===== src/hw/rtl/tacd_pkg.sv =====
// Shared types and constants for the timestamp audit clock discipline block.
// No dependencies; every other file of the block imports this package.
package tacd_pkg;

	localparam int CFG_IDX_W  = 3;
	localparam int CFG_DATA_W = 64;
	localparam int TIME_W     = 64;
	localparam int RATIO_W    = 32;
	localparam int MUL_B_W    = 32;
	localparam int MUL_ACC_W  = TIME_W + MUL_B_W;

	typedef enum logic [CFG_IDX_W-1:0] {
		CFG_DRIFT_MARGIN = 3'd0,
		CFG_MIN_PLAUS    = 3'd1,
		CFG_CALIB_IVL    = 3'd2,
		CFG_FAIL_LIMIT   = 3'd3,
		CFG_EMA_WEIGHT   = 3'd4
	} cfg_idx_t;

	localparam logic [19:0] DRIFT_MARGIN_RST = 20'd500;
	localparam logic [63:0] MIN_PLAUS_RST    = 64'd300000000;
	localparam logic [31:0] CALIB_IVL_RST    = 32'd4000000;
	localparam logic [3:0]  FAIL_LIMIT_RST   = 4'd5;
	localparam logic [16:0] EMA_WEIGHT_RST   = 17'd6554;
	localparam logic [16:0] EMA_ONE          = 17'd65536;

	typedef enum logic [2:0] {
		ST_IDLE,
		ST_EXTRAP,
		ST_AUDIT,
		ST_DIV,
		ST_EMA1,
		ST_EMA2,
		ST_OUT
	} state_t;

	// Command to the shared multiply unit.
	typedef struct packed {
		logic start;
		logic accum;
	} mul_cmd_t;

endpackage


===== src/hw/rtl/tacd_if.sv =====
// Handshake channel interfaces for the input events and the results.
// Depends on tacd_pkg for the field widths.
interface tacd_in_if;
	import tacd_pkg::*;
	logic              valid;
	logic              ready;
	logic              cmd;
	logic [1:0]        event_kind;
	logic [TIME_W-1:0] ref_time;
	logic [TIME_W-1:0] local_time;
	modport source (output valid, cmd, event_kind, ref_time, local_time, input ready);
	modport sink (input valid, cmd, event_kind, ref_time, local_time, output ready);
endinterface

interface tacd_out_if;
	import tacd_pkg::*;
	logic              valid;
	logic              ready;
	logic [1:0]        kind_out;
	logic [TIME_W-1:0] time_out;
	logic              hold_mode;
	logic              forced_accept;
	logic [3:0]        fail_count_out;
	modport source (output valid, kind_out, time_out, hold_mode, forced_accept,
		fail_count_out, input ready);
	modport sink (input valid, kind_out, time_out, hold_mode, forced_accept,
		fail_count_out, output ready);
endinterface


===== src/hw/rtl/tacd_mul.sv =====
// Iterative shift-and-add multiply-accumulate unit, one multiplier bit per cycle.
// Depends on tacd_pkg for widths and the command struct.
module tacd_mul (
	input  logic                          clk,
	input  logic                          arst_n,
	input  tacd_pkg::mul_cmd_t            cmd,
	input  logic [tacd_pkg::TIME_W-1:0]   a,
	input  logic [tacd_pkg::MUL_B_W-1:0]  b,
	output logic                          done,
	output logic [tacd_pkg::MUL_ACC_W-1:0] acc
);
	import tacd_pkg::*;

	localparam int CNT_W = $clog2(MUL_B_W);

	logic                 busy_q, done_q;
	logic [CNT_W-1:0]     cnt_q;
	logic [MUL_ACC_W-1:0] a_q, acc_q;
	logic [MUL_B_W-1:0]   b_q;

	always_ff @(posedge clk or negedge arst_n) begin
		if (!arst_n) begin
			busy_q <= 1'b0;
			done_q <= 1'b0;
			cnt_q  <= '0;
		end else begin
			done_q <= 1'b0;
			if (cmd.start) begin
				busy_q <= 1'b1;
				cnt_q  <= '0;
			end else if (busy_q) begin
				cnt_q <= cnt_q + 1'b1;
				if (cnt_q == CNT_W'(MUL_B_W - 1)) begin
					busy_q <= 1'b0;
					done_q <= 1'b1;
				end
			end
		end
	end

	always_ff @(posedge clk) begin
		if (cmd.start) begin
			a_q <= MUL_ACC_W'(a);
			b_q <= b;
			if (!cmd.accum) acc_q <= '0;
		end else if (busy_q) begin
			if (b_q[0]) acc_q <= acc_q + a_q;
			a_q <= a_q << 1;
			b_q <= b_q >> 1;
		end
	end

	assign done = done_q;
	assign acc  = acc_q;
endmodule


===== src/hw/rtl/tacd_div.sv =====
// Restoring bit-serial divider: floor(n * 2^FRAC / d), saturated to 32 bits.
// Depends on tacd_pkg for widths.
module tacd_div #(
	parameter int FRAC = 30
) (
	input  logic                          clk,
	input  logic                          arst_n,
	input  logic                          start,
	input  logic [tacd_pkg::TIME_W-1:0]   n,
	input  logic [tacd_pkg::TIME_W-1:0]   d,
	output logic                          done,
	output logic [tacd_pkg::RATIO_W-1:0]  q
);
	import tacd_pkg::*;

	localparam int NUM_W = TIME_W + FRAC;
	localparam int CNT_W = $clog2(NUM_W);

	logic                 busy_q, done_q, ovf_q;
	logic [CNT_W-1:0]     cnt_q;
	logic [NUM_W-1:0]     num_q;
	logic [TIME_W-1:0]    den_q, rem_q;
	logic [RATIO_W-1:0]   quo_q;
	logic [TIME_W:0]      rem_sh;
	logic                 fits;

	assign rem_sh = {rem_q, num_q[NUM_W-1]};
	assign fits   = rem_sh >= {1'b0, den_q};

	always_ff @(posedge clk or negedge arst_n) begin
		if (!arst_n) begin
			busy_q <= 1'b0;
			done_q <= 1'b0;
			cnt_q  <= '0;
		end else begin
			done_q <= 1'b0;
			if (start) begin
				busy_q <= 1'b1;
				cnt_q  <= '0;
			end else if (busy_q) begin
				cnt_q <= cnt_q + 1'b1;
				if (cnt_q == CNT_W'(NUM_W - 1)) begin
					busy_q <= 1'b0;
					done_q <= 1'b1;
				end
			end
		end
	end

	always_ff @(posedge clk) begin
		if (start) begin
			num_q <= {n, {FRAC{1'b0}}};
			den_q <= d;
			rem_q <= '0;
			quo_q <= '0;
			ovf_q <= 1'b0;
		end else if (busy_q) begin
			num_q <= num_q << 1;
			rem_q <= fits ? TIME_W'(rem_sh - {1'b0, den_q}) : rem_sh[TIME_W-1:0];
			quo_q <= {quo_q[RATIO_W-2:0], fits};
			// A set bit shifted out of the quotient means the result exceeds 32 bits.
			if (quo_q[RATIO_W-1]) ovf_q <= 1'b1;
		end
	end

	assign done = done_q;
	assign q    = ovf_q ? '1 : quo_q;
endmodule


===== src/hw/rtl/timestamp_audit_clock_discipline.sv =====
// Clock discipline with holdover and a smoothed rate estimate: top level.
// Depends on tacd_pkg, tacd_if, tacd_mul and tacd_div.
//
// Usage: each input transaction on in_ch carries a command, an event kind, an
// observed reference time and a local time. A timestamp event produces at most
// one result transaction on out_ch with the reported time and its mode; a
// resync command produces none. Configuration registers are written through
// cfg_we, cfg_index and cfg_wdata; the user must write them only while the
// block is idle, as the block itself does not enforce this. Sequencing: one
// event at a time, and in_ch.ready is high only in the idle state. A locking
// event goes to the output state and back to idle; a resync, or an event that
// gives no result, stays in idle. A holdover event first runs the shared
// shift-add multiplier to extrapolate, and an audit then adds the audit state.
// A re-estimate adds the bit-serial divider and, once the rate is calibrated,
// two further multiplies for the moving average before the output state.
// Reset clears the baseline, calibration, failure count and restores the
// configuration defaults and a rate ratio of one.
// The result sits in an output register; when the receiver stalls, the block
// holds the finished result and waits before returning to idle.
module timestamp_audit_clock_discipline #(
	parameter int RATIO_FRAC_BITS = 30
) (
	input  logic                             clk,
	input  logic                             arst_n,
	input  logic                             cfg_we,
	input  logic [tacd_pkg::CFG_IDX_W-1:0]   cfg_index,
	input  logic [tacd_pkg::CFG_DATA_W-1:0]  cfg_wdata,
	tacd_in_if.sink                          in_ch,
	tacd_out_if.source                       out_ch
);
	import tacd_pkg::*;

	// Configuration registers.
	logic [19:0] margin_q;
	logic [63:0] min_plaus_q;
	logic [31:0] calib_ivl_q;
	logic [3:0]  fail_limit_q;
	logic [16:0] weight_q;

	always_ff @(posedge clk or negedge arst_n) begin
		if (!arst_n) begin
			margin_q     <= DRIFT_MARGIN_RST;
			min_plaus_q  <= MIN_PLAUS_RST;
			calib_ivl_q  <= CALIB_IVL_RST;
			fail_limit_q <= FAIL_LIMIT_RST;
			weight_q     <= EMA_WEIGHT_RST;
		end else if (cfg_we) begin
			unique case (cfg_index)
				CFG_DRIFT_MARGIN: margin_q     <= cfg_wdata[19:0];
				CFG_MIN_PLAUS:    min_plaus_q  <= cfg_wdata;
				CFG_CALIB_IVL:    calib_ivl_q  <= cfg_wdata[31:0];
				CFG_FAIL_LIMIT:   fail_limit_q <= cfg_wdata[3:0];
				CFG_EMA_WEIGHT:   weight_q     <= cfg_wdata[16:0];
				default: ;
			endcase
		end
	end

	// Discipline state.
	state_t              state_q, state_d;
	logic                has_base_q, rate_cal_q, last_hold_q;
	logic [RATIO_W-1:0]  ratio_q;
	logic [TIME_W-1:0]   good_ref_q, good_loc_q, cal_ref_q, cal_loc_q;
	logic [3:0]          fail_q;

	// Current event and prepared result.
	logic [1:0]          kind_q;
	logic [TIME_W-1:0]   ref_q, loc_q, res_time_q;
	logic                res_mode_q, res_forced_q;

	// Output register.
	logic                ov_q;
	logic [1:0]          o_kind_q;
	logic [TIME_W-1:0]   o_time_q;
	logic                o_mode_q, o_forced_q;
	logic [3:0]          o_fail_q;

	// Shared units.
	mul_cmd_t            mcmd;
	logic [TIME_W-1:0]   m_a;
	logic [MUL_B_W-1:0]  m_b;
	logic                m_done;
	logic [MUL_ACC_W-1:0] m_acc;
	logic                d_start, d_done;
	logic [RATIO_W-1:0]  d_q;

	tacd_mul u_mul (
		.clk(clk), .arst_n(arst_n), .cmd(mcmd), .a(m_a), .b(m_b),
		.done(m_done), .acc(m_acc)
	);

	tacd_div #(.FRAC(RATIO_FRAC_BITS)) u_div (
		.clk(clk), .arst_n(arst_n), .start(d_start),
		.n(ref_q - cal_ref_q), .d(loc_q - cal_loc_q),
		.done(d_done), .q(d_q)
	);

	// Extrapolated time: scaled elapsed time saturated to 64 bits, then wrapped sum.
	logic [MUL_ACC_W-1:0] scaled;
	logic [TIME_W-1:0]    delta, expect_t, gap;
	logic                 gap_ok, cal_due;
	logic [16:0]          w_sat, w_cmp;
	logic [3:0]           fail_inc;
	logic                 out_free, accept;

	assign scaled   = m_acc >> RATIO_FRAC_BITS;
	assign delta    = (scaled[MUL_ACC_W-1:TIME_W] != '0) ? '1 : scaled[TIME_W-1:0];
	assign expect_t = good_ref_q + delta;
	assign gap      = (ref_q > res_time_q) ? ref_q - res_time_q : res_time_q - ref_q;
	assign gap_ok   = gap <= TIME_W'(margin_q);
	assign cal_due  = (cal_ref_q != '0) && ((loc_q - cal_loc_q) > TIME_W'(calib_ivl_q));
	assign w_sat    = (weight_q > EMA_ONE) ? EMA_ONE : weight_q;
	assign w_cmp    = EMA_ONE - w_sat;
	assign fail_inc = fail_q + 4'd1;
	assign out_free = !ov_q || out_ch.ready;
	assign accept   = in_ch.valid && in_ch.ready;

	assign in_ch.ready = (state_q == ST_IDLE);

	always_ff @(posedge clk or negedge arst_n) begin
		if (!arst_n) state_q <= ST_IDLE;
		else         state_q <= state_d;
	end

	// Next state and unit commands.
	always_comb begin
		state_d     = state_q;
		mcmd.start  = 1'b0;
		mcmd.accum  = 1'b0;
		m_a         = in_ch.local_time - good_loc_q;
		m_b         = MUL_B_W'(ratio_q);
		d_start     = 1'b0;
		unique case (state_q)
			ST_IDLE: begin
				if (accept && !in_ch.cmd) begin
					if (in_ch.ref_time != '0 && has_base_q) begin
						mcmd.start = 1'b1;
						state_d    = ST_EXTRAP;
					end else if (in_ch.ref_time != '0 && in_ch.ref_time >= min_plaus_q) begin
						state_d = ST_OUT;
					end else if (has_base_q) begin
						mcmd.start = 1'b1;
						state_d    = ST_EXTRAP;
					end
				end
			end
			ST_EXTRAP: begin
				if (m_done) state_d = (ref_q != '0) ? ST_AUDIT : ST_OUT;
			end
			ST_AUDIT: begin
				if (gap_ok && cal_due) begin
					d_start = 1'b1;
					state_d = ST_DIV;
				end else begin
					state_d = ST_OUT;
				end
			end
			ST_DIV: begin
				if (d_done) begin
					if (!rate_cal_q) begin
						state_d = ST_OUT;
					end else begin
						mcmd.start = 1'b1;
						m_a        = TIME_W'(d_q);
						m_b        = MUL_B_W'(w_sat);
						state_d    = ST_EMA1;
					end
				end
			end
			ST_EMA1: begin
				if (m_done) begin
					mcmd.start = 1'b1;
					mcmd.accum = 1'b1;
					m_a        = TIME_W'(ratio_q);
					m_b        = MUL_B_W'(w_cmp);
					state_d    = ST_EMA2;
				end
			end
			ST_EMA2: begin
				if (m_done) state_d = ST_OUT;
			end
			ST_OUT: begin
				if (out_free) state_d = ST_IDLE;
			end
			default: state_d = ST_IDLE;
		endcase
	end

	// State updates, taken as each step finishes.
	always_ff @(posedge clk or negedge arst_n) begin
		if (!arst_n) begin
			has_base_q  <= 1'b0;
			rate_cal_q  <= 1'b0;
			last_hold_q <= 1'b0;
			ratio_q     <= RATIO_W'(64'd1 << RATIO_FRAC_BITS);
			good_ref_q  <= '0;
			good_loc_q  <= '0;
			cal_ref_q   <= '0;
			cal_loc_q   <= '0;
			fail_q      <= '0;
		end else begin
			unique case (state_q)
				ST_IDLE: begin
					if (accept && in_ch.cmd) begin
						// Resync after a holdover clears the baseline; the rate is kept.
						if (last_hold_q && in_ch.ref_time > min_plaus_q) begin
							has_base_q <= 1'b0;
							cal_ref_q  <= '0;
							cal_loc_q  <= '0;
							fail_q     <= '0;
						end
					end else if (accept && in_ch.ref_time != '0 && !has_base_q &&
						in_ch.ref_time >= min_plaus_q) begin
						has_base_q  <= 1'b1;
						cal_ref_q   <= in_ch.ref_time;
						cal_loc_q   <= in_ch.local_time;
						good_ref_q  <= in_ch.ref_time;
						good_loc_q  <= in_ch.local_time;
						last_hold_q <= 1'b0;
					end
				end
				ST_EXTRAP: begin
					if (m_done && ref_q == '0) begin
						good_ref_q  <= expect_t;
						good_loc_q  <= loc_q;
						last_hold_q <= 1'b1;
					end
				end
				ST_AUDIT: begin
					if (gap_ok) begin
						fail_q      <= '0;
						good_ref_q  <= ref_q;
						good_loc_q  <= loc_q;
						last_hold_q <= 1'b0;
						if (!cal_due) begin
							cal_ref_q <= ref_q;
							cal_loc_q <= loc_q;
						end
					end else if (fail_inc >= fail_limit_q) begin
						fail_q      <= '0;
						cal_ref_q   <= ref_q;
						cal_loc_q   <= loc_q;
						good_ref_q  <= ref_q;
						good_loc_q  <= loc_q;
						last_hold_q <= 1'b0;
					end else begin
						fail_q      <= fail_inc;
						good_ref_q  <= res_time_q;
						good_loc_q  <= loc_q;
						last_hold_q <= 1'b1;
					end
				end
				ST_DIV: begin
					if (d_done && !rate_cal_q) begin
						ratio_q    <= d_q;
						rate_cal_q <= 1'b1;
						cal_ref_q  <= ref_q;
						cal_loc_q  <= loc_q;
					end
				end
				ST_EMA2: begin
					if (m_done) begin
						ratio_q   <= m_acc[RATIO_W+15:16];
						cal_ref_q <= ref_q;
						cal_loc_q <= loc_q;
					end
				end
				default: ;
			endcase
		end
	end

	// Event capture and result preparation.
	always_ff @(posedge clk) begin
		if (accept) begin
			kind_q       <= in_ch.event_kind;
			ref_q        <= in_ch.ref_time;
			loc_q        <= in_ch.local_time;
			res_time_q   <= in_ch.ref_time;
			res_mode_q   <= 1'b0;
			res_forced_q <= 1'b0;
		end else if (state_q == ST_EXTRAP && m_done) begin
			// Holds the expected time for the audit, and the holdover time otherwise.
			res_time_q <= expect_t;
			res_mode_q <= 1'b1;
		end else if (state_q == ST_AUDIT) begin
			if (gap_ok) begin
				res_time_q <= ref_q;
				res_mode_q <= 1'b0;
			end else if (fail_inc >= fail_limit_q) begin
				res_time_q   <= ref_q;
				res_mode_q   <= 1'b0;
				res_forced_q <= 1'b1;
			end
		end
	end

	// Output register.
	always_ff @(posedge clk or negedge arst_n) begin
		if (!arst_n) begin
			ov_q <= 1'b0;
		end else if (state_q == ST_OUT && out_free) begin
			ov_q <= 1'b1;
		end else if (out_ch.ready) begin
			ov_q <= 1'b0;
		end
	end

	always_ff @(posedge clk) begin
		if (state_q == ST_OUT && out_free) begin
			o_kind_q   <= kind_q;
			o_time_q   <= res_time_q;
			o_mode_q   <= res_mode_q;
			o_forced_q <= res_forced_q;
			o_fail_q   <= fail_q;
		end
	end

	assign out_ch.valid          = ov_q;
	assign out_ch.kind_out       = o_kind_q;
	assign out_ch.time_out       = o_time_q;
	assign out_ch.hold_mode      = o_mode_q;
	assign out_ch.forced_accept  = o_forced_q;
	assign out_ch.fail_count_out = o_fail_q;
endmodule

===== src/flat_wrapper.sv =====
// flat-port wrapper written by rule: the top's interface ports become plain ports
module timestamp_audit_clock_discipline_flat import tacd_pkg::*;
#(
	parameter int RATIO_FRAC_BITS = 30
)
  (clk, arst_n, cfg_we, cfg_index, cfg_wdata, in_ch_valid, in_ch_cmd, in_ch_event_kind, in_ch_ref_time, in_ch_local_time, in_ch_ready, out_ch_valid, out_ch_kind_out, out_ch_time_out, out_ch_hold_mode, out_ch_forced_accept, out_ch_fail_count_out, out_ch_ready);
  tacd_in_if in_ch_i ();
  tacd_out_if out_ch_i ();
  input  logic clk;
  input  logic arst_n;
  input  logic cfg_we;
  input  logic [tacd_pkg::CFG_IDX_W-1:0] cfg_index;
  input  logic [tacd_pkg::CFG_DATA_W-1:0] cfg_wdata;
  input wire logic [$bits(in_ch_i.valid)-1:0] in_ch_valid;
  input wire logic [$bits(in_ch_i.cmd)-1:0] in_ch_cmd;
  input wire logic [$bits(in_ch_i.event_kind)-1:0] in_ch_event_kind;
  input wire logic [$bits(in_ch_i.ref_time)-1:0] in_ch_ref_time;
  input wire logic [$bits(in_ch_i.local_time)-1:0] in_ch_local_time;
  output wire logic [$bits(in_ch_i.ready)-1:0] in_ch_ready;
  output wire logic [$bits(out_ch_i.valid)-1:0] out_ch_valid;
  output wire logic [$bits(out_ch_i.kind_out)-1:0] out_ch_kind_out;
  output wire logic [$bits(out_ch_i.time_out)-1:0] out_ch_time_out;
  output wire logic [$bits(out_ch_i.hold_mode)-1:0] out_ch_hold_mode;
  output wire logic [$bits(out_ch_i.forced_accept)-1:0] out_ch_forced_accept;
  output wire logic [$bits(out_ch_i.fail_count_out)-1:0] out_ch_fail_count_out;
  input wire logic [$bits(out_ch_i.ready)-1:0] out_ch_ready;
  assign in_ch_i.valid = in_ch_valid;
  assign in_ch_i.cmd = in_ch_cmd;
  assign in_ch_i.event_kind = in_ch_event_kind;
  assign in_ch_i.ref_time = in_ch_ref_time;
  assign in_ch_i.local_time = in_ch_local_time;
  assign in_ch_ready = in_ch_i.ready;
  assign out_ch_valid = out_ch_i.valid;
  assign out_ch_kind_out = out_ch_i.kind_out;
  assign out_ch_time_out = out_ch_i.time_out;
  assign out_ch_hold_mode = out_ch_i.hold_mode;
  assign out_ch_forced_accept = out_ch_i.forced_accept;
  assign out_ch_fail_count_out = out_ch_i.fail_count_out;
  assign out_ch_i.ready = out_ch_ready;
  timestamp_audit_clock_discipline #(.RATIO_FRAC_BITS(RATIO_FRAC_BITS)) u_core (.clk(clk), .arst_n(arst_n), .cfg_we(cfg_we), .cfg_index(cfg_index), .cfg_wdata(cfg_wdata), .in_ch(in_ch_i), .out_ch(out_ch_i));
endmodule

===== config.mk =====
export PLATFORM = sky130hd
export DESIGN_NAME = timestamp_audit_clock_discipline_flat
export DESIGN_NICKNAME = d
export VERILOG_FILES = /design/src/hw/rtl/tacd_pkg.sv /design/src/hw/rtl/tacd_if.sv /design/src/hw/rtl/tacd_mul.sv /design/src/hw/rtl/tacd_div.sv /design/src/hw/rtl/timestamp_audit_clock_discipline.sv /design/src/flat_wrapper.sv
export SDC_FILE = /design/constraint.sdc
export NUM_CORES = 2
export LEC_CHECK = 0
export ABC_AREA = 1
export BUFFER_PORTS_ARGS = -buffer_cell sky130_fd_sc_hd__buf_2
export CAP_MARGIN = 10
export CELL_PAD_IN_SITES_DETAIL_PLACEMENT = 0
export CELL_PAD_IN_SITES_GLOBAL_PLACEMENT = 1
export CORE_MARGIN = 2
export CORE_UTILIZATION = 51
export CTS_BUF_LIST = sky130_fd_sc_hd__clkbuf_8
export CTS_CLUSTER_SIZE = 24
export DETAILED_ROUTE_END_ITERATION = 10
export HOLD_SLACK_MARGIN = 0.05
export PLACE_DENSITY = 0.91
export SYNTH_ARGS = -nofsm -noshare
export SYNTH_HDL_FRONTEND = slang
export SYNTH_SLANG_ARGS = --single-unit

===== constraint.sdc =====
create_clock -name clk -period 18.65 [get_ports clk]
set_clock_uncertainty 0.15 [all_clocks]
set_input_delay 4.6625 -clock clk [delete_from_list [all_inputs] [get_ports clk]]
set_output_delay 4.6625 -clock clk [all_outputs]
set_load 0.02 [all_outputs]

; ---- Word level (Yosys, flattened, before mapping)
; Cells that the tools add are included.
[totals]
elab_cells = 264
output_inout_bits = 74
register_bits = 1169
inputBits = 203
[classes]
n_eq_ne = 31
bitwise = 2
reduce_logical = 55
addsub = 12
order_cmp = 8
n_mux = 114
[op_table]
columns = op, count
row1 = $mux 64, 32
row2 = $pmux 64 s4, 2
row3 = $mux 96, 4
row4 = $pmux 64 s3, 2
row5 = $sub 64x64->64, 6
row6 = $mux 32, 8
row7 = $reduce_bool 64->1, 3
row8 = $mux 94, 2
row9 = $gt 64x64->1, 2
row10 = $pmux 32 s2, 2
row11 = $pmux 64 s2, 1
row12 = $add 96x96->96, 1
row13 = $ge 65x64->1, 1
row14 = $add 64x64->64, 1
row15 = $ge 64x64->1, 1
row16 = $gt 64x32->1, 1
row17 = $le 64x20->1, 1
row18 = $logic_not 64->1, 1
row19 = $mux 1, 35
row20 = $mux 3, 11
row21 = $reduce_bool 32->1, 1
row22 = $ne 2x2->1 const B, 11
row23 = $pmux 3 s7, 1
row24 = $gt 17x17->1 const B, 1
row25 = other kinds (33), 91

; ---- Logic depth before layout (Yosys ltp)
[logic_depth]
ltp_word = 8
mapped_depth = 41
ltp_nobuf = 37

; ---- Modules after synthesis
; From an unflattened synthesis, not the netlist that was laid out.
[unflattened]
hier_cells = 15403
area_unflattened_um2 = 99509.2
[modules_own_cells]
columns = mod, cells_each, area_each_um2, n_inst, seq_area_each_um2
row1 = timestamp_audit_clock_discipline, 10128, 65353.9, 1, 18979.5
row2 = tacd_mul, 2959, 18763.0, 1, 6581.3
row3 = tacd_div, 2316, 15392.3, 1, 6010.8

; ---- Least setup slack after synthesis
; No wires, ideal clock.
[synth_timing]
kind = input to register
from = in in_ch_valid
to = reg u_core.u_mul.acc_q[0] (netlist: u_core.u_mul.acc[0]), enable pin
required_time_ns = 17.948
stages = 10
n_path_buf = 2
arrival_time_ns = 9.953
slack_ns = 7.996
setup_time_ns = 0.552
cell_sequence = nand2_1 > nor2_1 > nand2_1 > inv_1 > nor2_1 > inv_1 > clkbuf_1 > clkbuf_1 > nor2_1 > nor2_1
[synth_via]
elab_chain_len = 6
word_cells_on_any_way = 8
classes_between = 1 x eq/ne / 2 x mux / 5 x reduce/logical
[synth_lines]
columns = item, line
row1 = from (decl), flat_wrapper.sv:14  ; input wire logic [$bits(in_ch_i.valid)-1:0] in_ch_valid;
row2 = $logic_and 1x1->1 (*), timestamp_audit_clock_discipline.sv:116  ; assign accept = in_ch.valid && in_ch.ready;
row3 = $logic_and 1x1->1 (*), timestamp_audit_clock_discipline.sv:135  ; if (accept && !in_ch.cmd) begin
row4 = $mux 1 (*), timestamp_audit_clock_discipline.sv:135
row5 = $pmux 1 s3 (*), timestamp_audit_clock_discipline.sv:133  ; unique case (state_q)
row6 = $ne 2x2->1 (no line) or $reduce_bool 2->1 (tied branches), --
row7 = $reduce_and 3->1 (no line) (*), --
row8 = to (signal assigned), tacd_mul.sv:47  ; if (b_q[0]) acc_q <= acc_q + a_q;
row9 = to (decl), tacd_mul.sv:18  ; logic [MUL_ACC_W-1:0] a_q, acc_q;
; Every way passes the cells marked *; elsewhere a longest branch is shown, timed or not.
; A chain may end at the register's enable or synchronous reset.

; ---- Worst setup path in the final report
[layout_timing]
from = in in_ch_ref_time[63]
to = reg u_core.good_loc_q[17]
[layout_via]
elab_chain_len = 6
word_cells_on_any_way = 7
classes_between = 1 x order compare / 1 x eq/ne / 5 x reduce/logical
[layout_lines]
columns = item, line
row1 = from (decl), flat_wrapper.sv:17  ; input wire logic [$bits(in_ch_i.ref_time)-1:0] in_ch_ref_time;
row2 = "parallel branches: the longest is 3 deep, another holds $ge 64x64->1", --
row3 = $logic_and 1x1->1 (*), timestamp_audit_clock_discipline.sv:212  ; end else if (accept && in_ch.ref_time != '0 && !has_base_q &&
row4 = $ne 2x2->1 (no line) (*), --
row5 = $reduce_and 4->1 (no line) (*), --
row6 = to (signal assigned), timestamp_audit_clock_discipline.sv:218  ; good_loc_q <= in_ch.local_time;
row7 = to (signal assigned), timestamp_audit_clock_discipline.sv:225  ; good_loc_q <= loc_q;
row8 = to (signal assigned), timestamp_audit_clock_discipline.sv:233  ; good_loc_q <= loc_q;
row9 = to (decl), timestamp_audit_clock_discipline.sv:63  ; logic [TIME_W-1:0] good_ref_q, good_loc_q, cal_ref_q, cal_loc_q;
; Every way passes the cells marked *.

==> metrics.csv <==
metric;value;unit
Post-synth EDFFs;586;
switch share;0.556;
CTS hold repair buffers;0;
initial DRC count;12800;
Worst EP required;19.35;ns
Clock Tree Buf Depth;3;
reg2reg setup slack;9.56;ns
cell area after layout;103000;um^2
leakage power;51.1;nW
critical setup path kind;input pin to register;
peak supply drop;0.191;mV
largest net degree at the start of global routing;189;
register area share after synthesis;0.333;
CTS buffer count;209;
Row Count;158;
worst-margin pin slew;1.19;ns
RR Startpoint;u_core.ref_q[40];
clock sinks;1169;
RR Endpoint;u_core.cal_ref_q[14];
CP dominant cell by count;nand2_1;
final number of hold-violating endpoints;0;
Max-cap violations;0;
power per cell area;207;nW/um^2
crit path from;in_ch_ref_time[63];
register share of total power;0.215;
initial antenna violation count;75;
first drt pass iteration count;10;
Port Buffers;276;
area leader, netlist;edfxtp_1;
relative slew slack;0.205;
CP delay by family, top;simple AND/OR/NAND/NOR gates;
Post-CTS Setup Bufs;0;
CTS tree;built;
via/cell ratio;5.84;
Clk Latency, worst-skew pair;1.00;ns
total negative slack;0;ns
cell count along the critical path;19;
critical path fanouts, max;125;
H-tree Lvls;4;
min-delay worst type;register to register;
most frequent cells after synthesis;3892 x nand2_1, 2440 x inv_1, 1208 x nor2_1;
layout cells sized above 1;0.0592;
Gate Count Post-Synth;14100;
status;finished clean;
Net Count, Synth;15000;
Clk pwr share;0.132;
Hold Crit Start;u_core.kind_q[0];
initial core utilization;0.512;
Area contributors post-synth;edfxtp_1 19%, nand2_1 15%, dfrtp_1 11%;
GRT Util Overall;0.407;
Total Power;21.4;mW
Async SR Flop Fraction;0.387;
R2R cell count;30;
area fraction of the dominant cell type after synthesis;0.186;
root buffer cell;clkbuf_8;
Synthesis Warnings;0;
RSZ-0062 raised after global routing;no;
CP max stage delay;0.93;ns
# resized after CTS;0;
Cell Int Power;9.51;mW
Worst-path clk slew;0.06;ns
Routed WL;400000;um
Synth Area per Inst;6.73;um^2
sw power;11.9;mW
fmax;0.109;GHz
CP arrival;9.89;ns
Via Count;99100;
minimum clock period;9.19;ns
Setup crit start kind;input pin;
Placeable Area;185000;um^2
routed len/inst;23.6;um
dominant synthesized flop cell;edfxtp_1;
crit share post-route;0.493;
number of distinct library cells after synthesis;67;
hold path cells;0;
most common cell in the netlist;nand2_1;
placer congestion estimate;1.10;
number of global-route vias before repair;91200;
combinational power share;0.653;
final net count;15100;
Routed Antenna Nets;0;
Die Y;435;um
critical path cell sequence;buf_2 > ha_1 > nand2_1 > or4_1 > inv_1 > nand2_1 > nor2_1 > nand4_1 > nand3_1 > nand2_1 > nor2_1 > nand2_1 > nand2_1 > nand2_2 > buf_4 > inv_6 > buf_4 > o211ai_1 > o21ai_0;
CP Capture Type;register;
Chip Width;435;um
FF+latch count, synth;1169;
CP endpoint;u_core.good_loc_q[17];
max-slew violations;0;
DP Area;98400;um^2
IO Count;277;
slowest CP cell;buf_4;
global-route wire length before repair;582000;um
Post-Syn Area;94700;um^2
Residual DRC;0;
GRT overflow;0;
Area Growth Syn to Fin;9.15;%
final setup fails;0;
Filler Cell Count;18500;
Detail Placement HPWL;323000;um
Worst Path Buf+Inv;5;
die area;189000;um^2
[layer usage]
layer	vias up	share of wire	global-route usage
met3	882	0.12	0.0911
met4	10	0.062	0.214
met5	-	0.00018	0
met2	5855	0.41	0.584
li1	46300	-	-
met1	46100	0.42	0.569
[cells in the final DEF, fill, tap and decap left out, drive strengths merged, types with 47 or more instances in the layout]
cell type,count
dfrtp,419
nand2,3895
o22ai,84
clkinv,51
edfxtp,586
dfxtp,131
or2,80
ha,664
nor3,95
clkbuf,242
o21ai,1078
diode,47
nand4,115
a31oi,163
nand3,690
nor2,1218
buf,364
nor4,82
xnor2,114
o21a,74
inv,2523
a21oi,1089
o211ai,164
xor2,150
[cells by family (layout without fill, tap and decap cells)]
kind of cell             Yosys count  count (layout)  share of synthesized area
AND/OR/NAND/NOR                 6216            6216                      0.266
AO/OA/AOI/OAI                   2911            2911                      0.172
buffers and inverters           2840            3214                      0.114
flip-flops                      1169            1169                      0.333
adder cells (fa/ha/maj)          672             672                     0.0894
XOR/XNOR                         264             264                     0.0244
multiplexers                       3               3                   0.000317
other                              0              47                          0
[worst min path at each step]
stage / endpoint
after detailed placement: u_core.out_ch.kind_out[0]
after global placement: u_core.out_ch.kind_out[0]
final: u_core.out_ch.kind_out[0]
after floorplan: u_core.out_ch.kind_out[0]
after global routing: u_core.out_ch.kind_out[0]
after CTS: u_core.out_ch.kind_out[0]
[registers in the layout (all words and copies together) (netlist names), 64 cells and up]
register	cells
u_core.u_div.den_q	64
u_core.min_plaus_q	64
u_core.cal_ref_q	64
u_core.loc_q	64
u_core.good_loc_q	64
u_core.res_time_q	64
u_core.good_ref_q	64
u_core.u_div.rem_q	64
u_core.u_mul.acc	96
u_core.ref_q	64
u_core.u_mul.a_q	96
u_core.cal_loc_q	64
u_core.out_ch.time_out	64
u_core.u_div.num_q	64
[power groups by stage]
| stage | logic (mW) | registers [mW] | clock network [mW] |
|---|---|---|---|
| after floorplan | 9.16 | 4.24 | 0 |
| after global placement | 13.2 | 4.56 | 0 |
| after detailed placement | 13.4 | 4.58 | 0 |
| after CTS | 13.5 | 4.54 | 2.83 |
| after global routing | 15.2 | 4.62 | 2.93 |
| final | 14.0 | 4.61 | 2.82 |
[through the flow]
stage,std cells,util,setup slack (ns),hold WS [ns]
CTS,16900,0.558,9.82,0.273
detailed placement,16500,0.532,8.79,0.261
floorplan,14100,-,8.00,0.250
global placement,16500,0.532,8.94,0.259
finish,17000,0.559,9.46,0.273
global route,17000,0.558,9.23,0.283
[cell type report]
class / count / area, um^2 / area share
multi-input combinational: 10100 / 52400 / 0.507
tap: 2480 / 3100 / 0.0300
timing repair buffer: 364 / 2060 / 0.0200
sequential: 1169 / 31600 / 0.305
clock inverter: 155 / 1500 / 0.0145
clock buffer: 242 / 3330 / 0.0322
inverter: 2453 / 9230 / 0.0893
antenna: 47 / 118 / 0.00114
(Power assumes the default switching activity.)
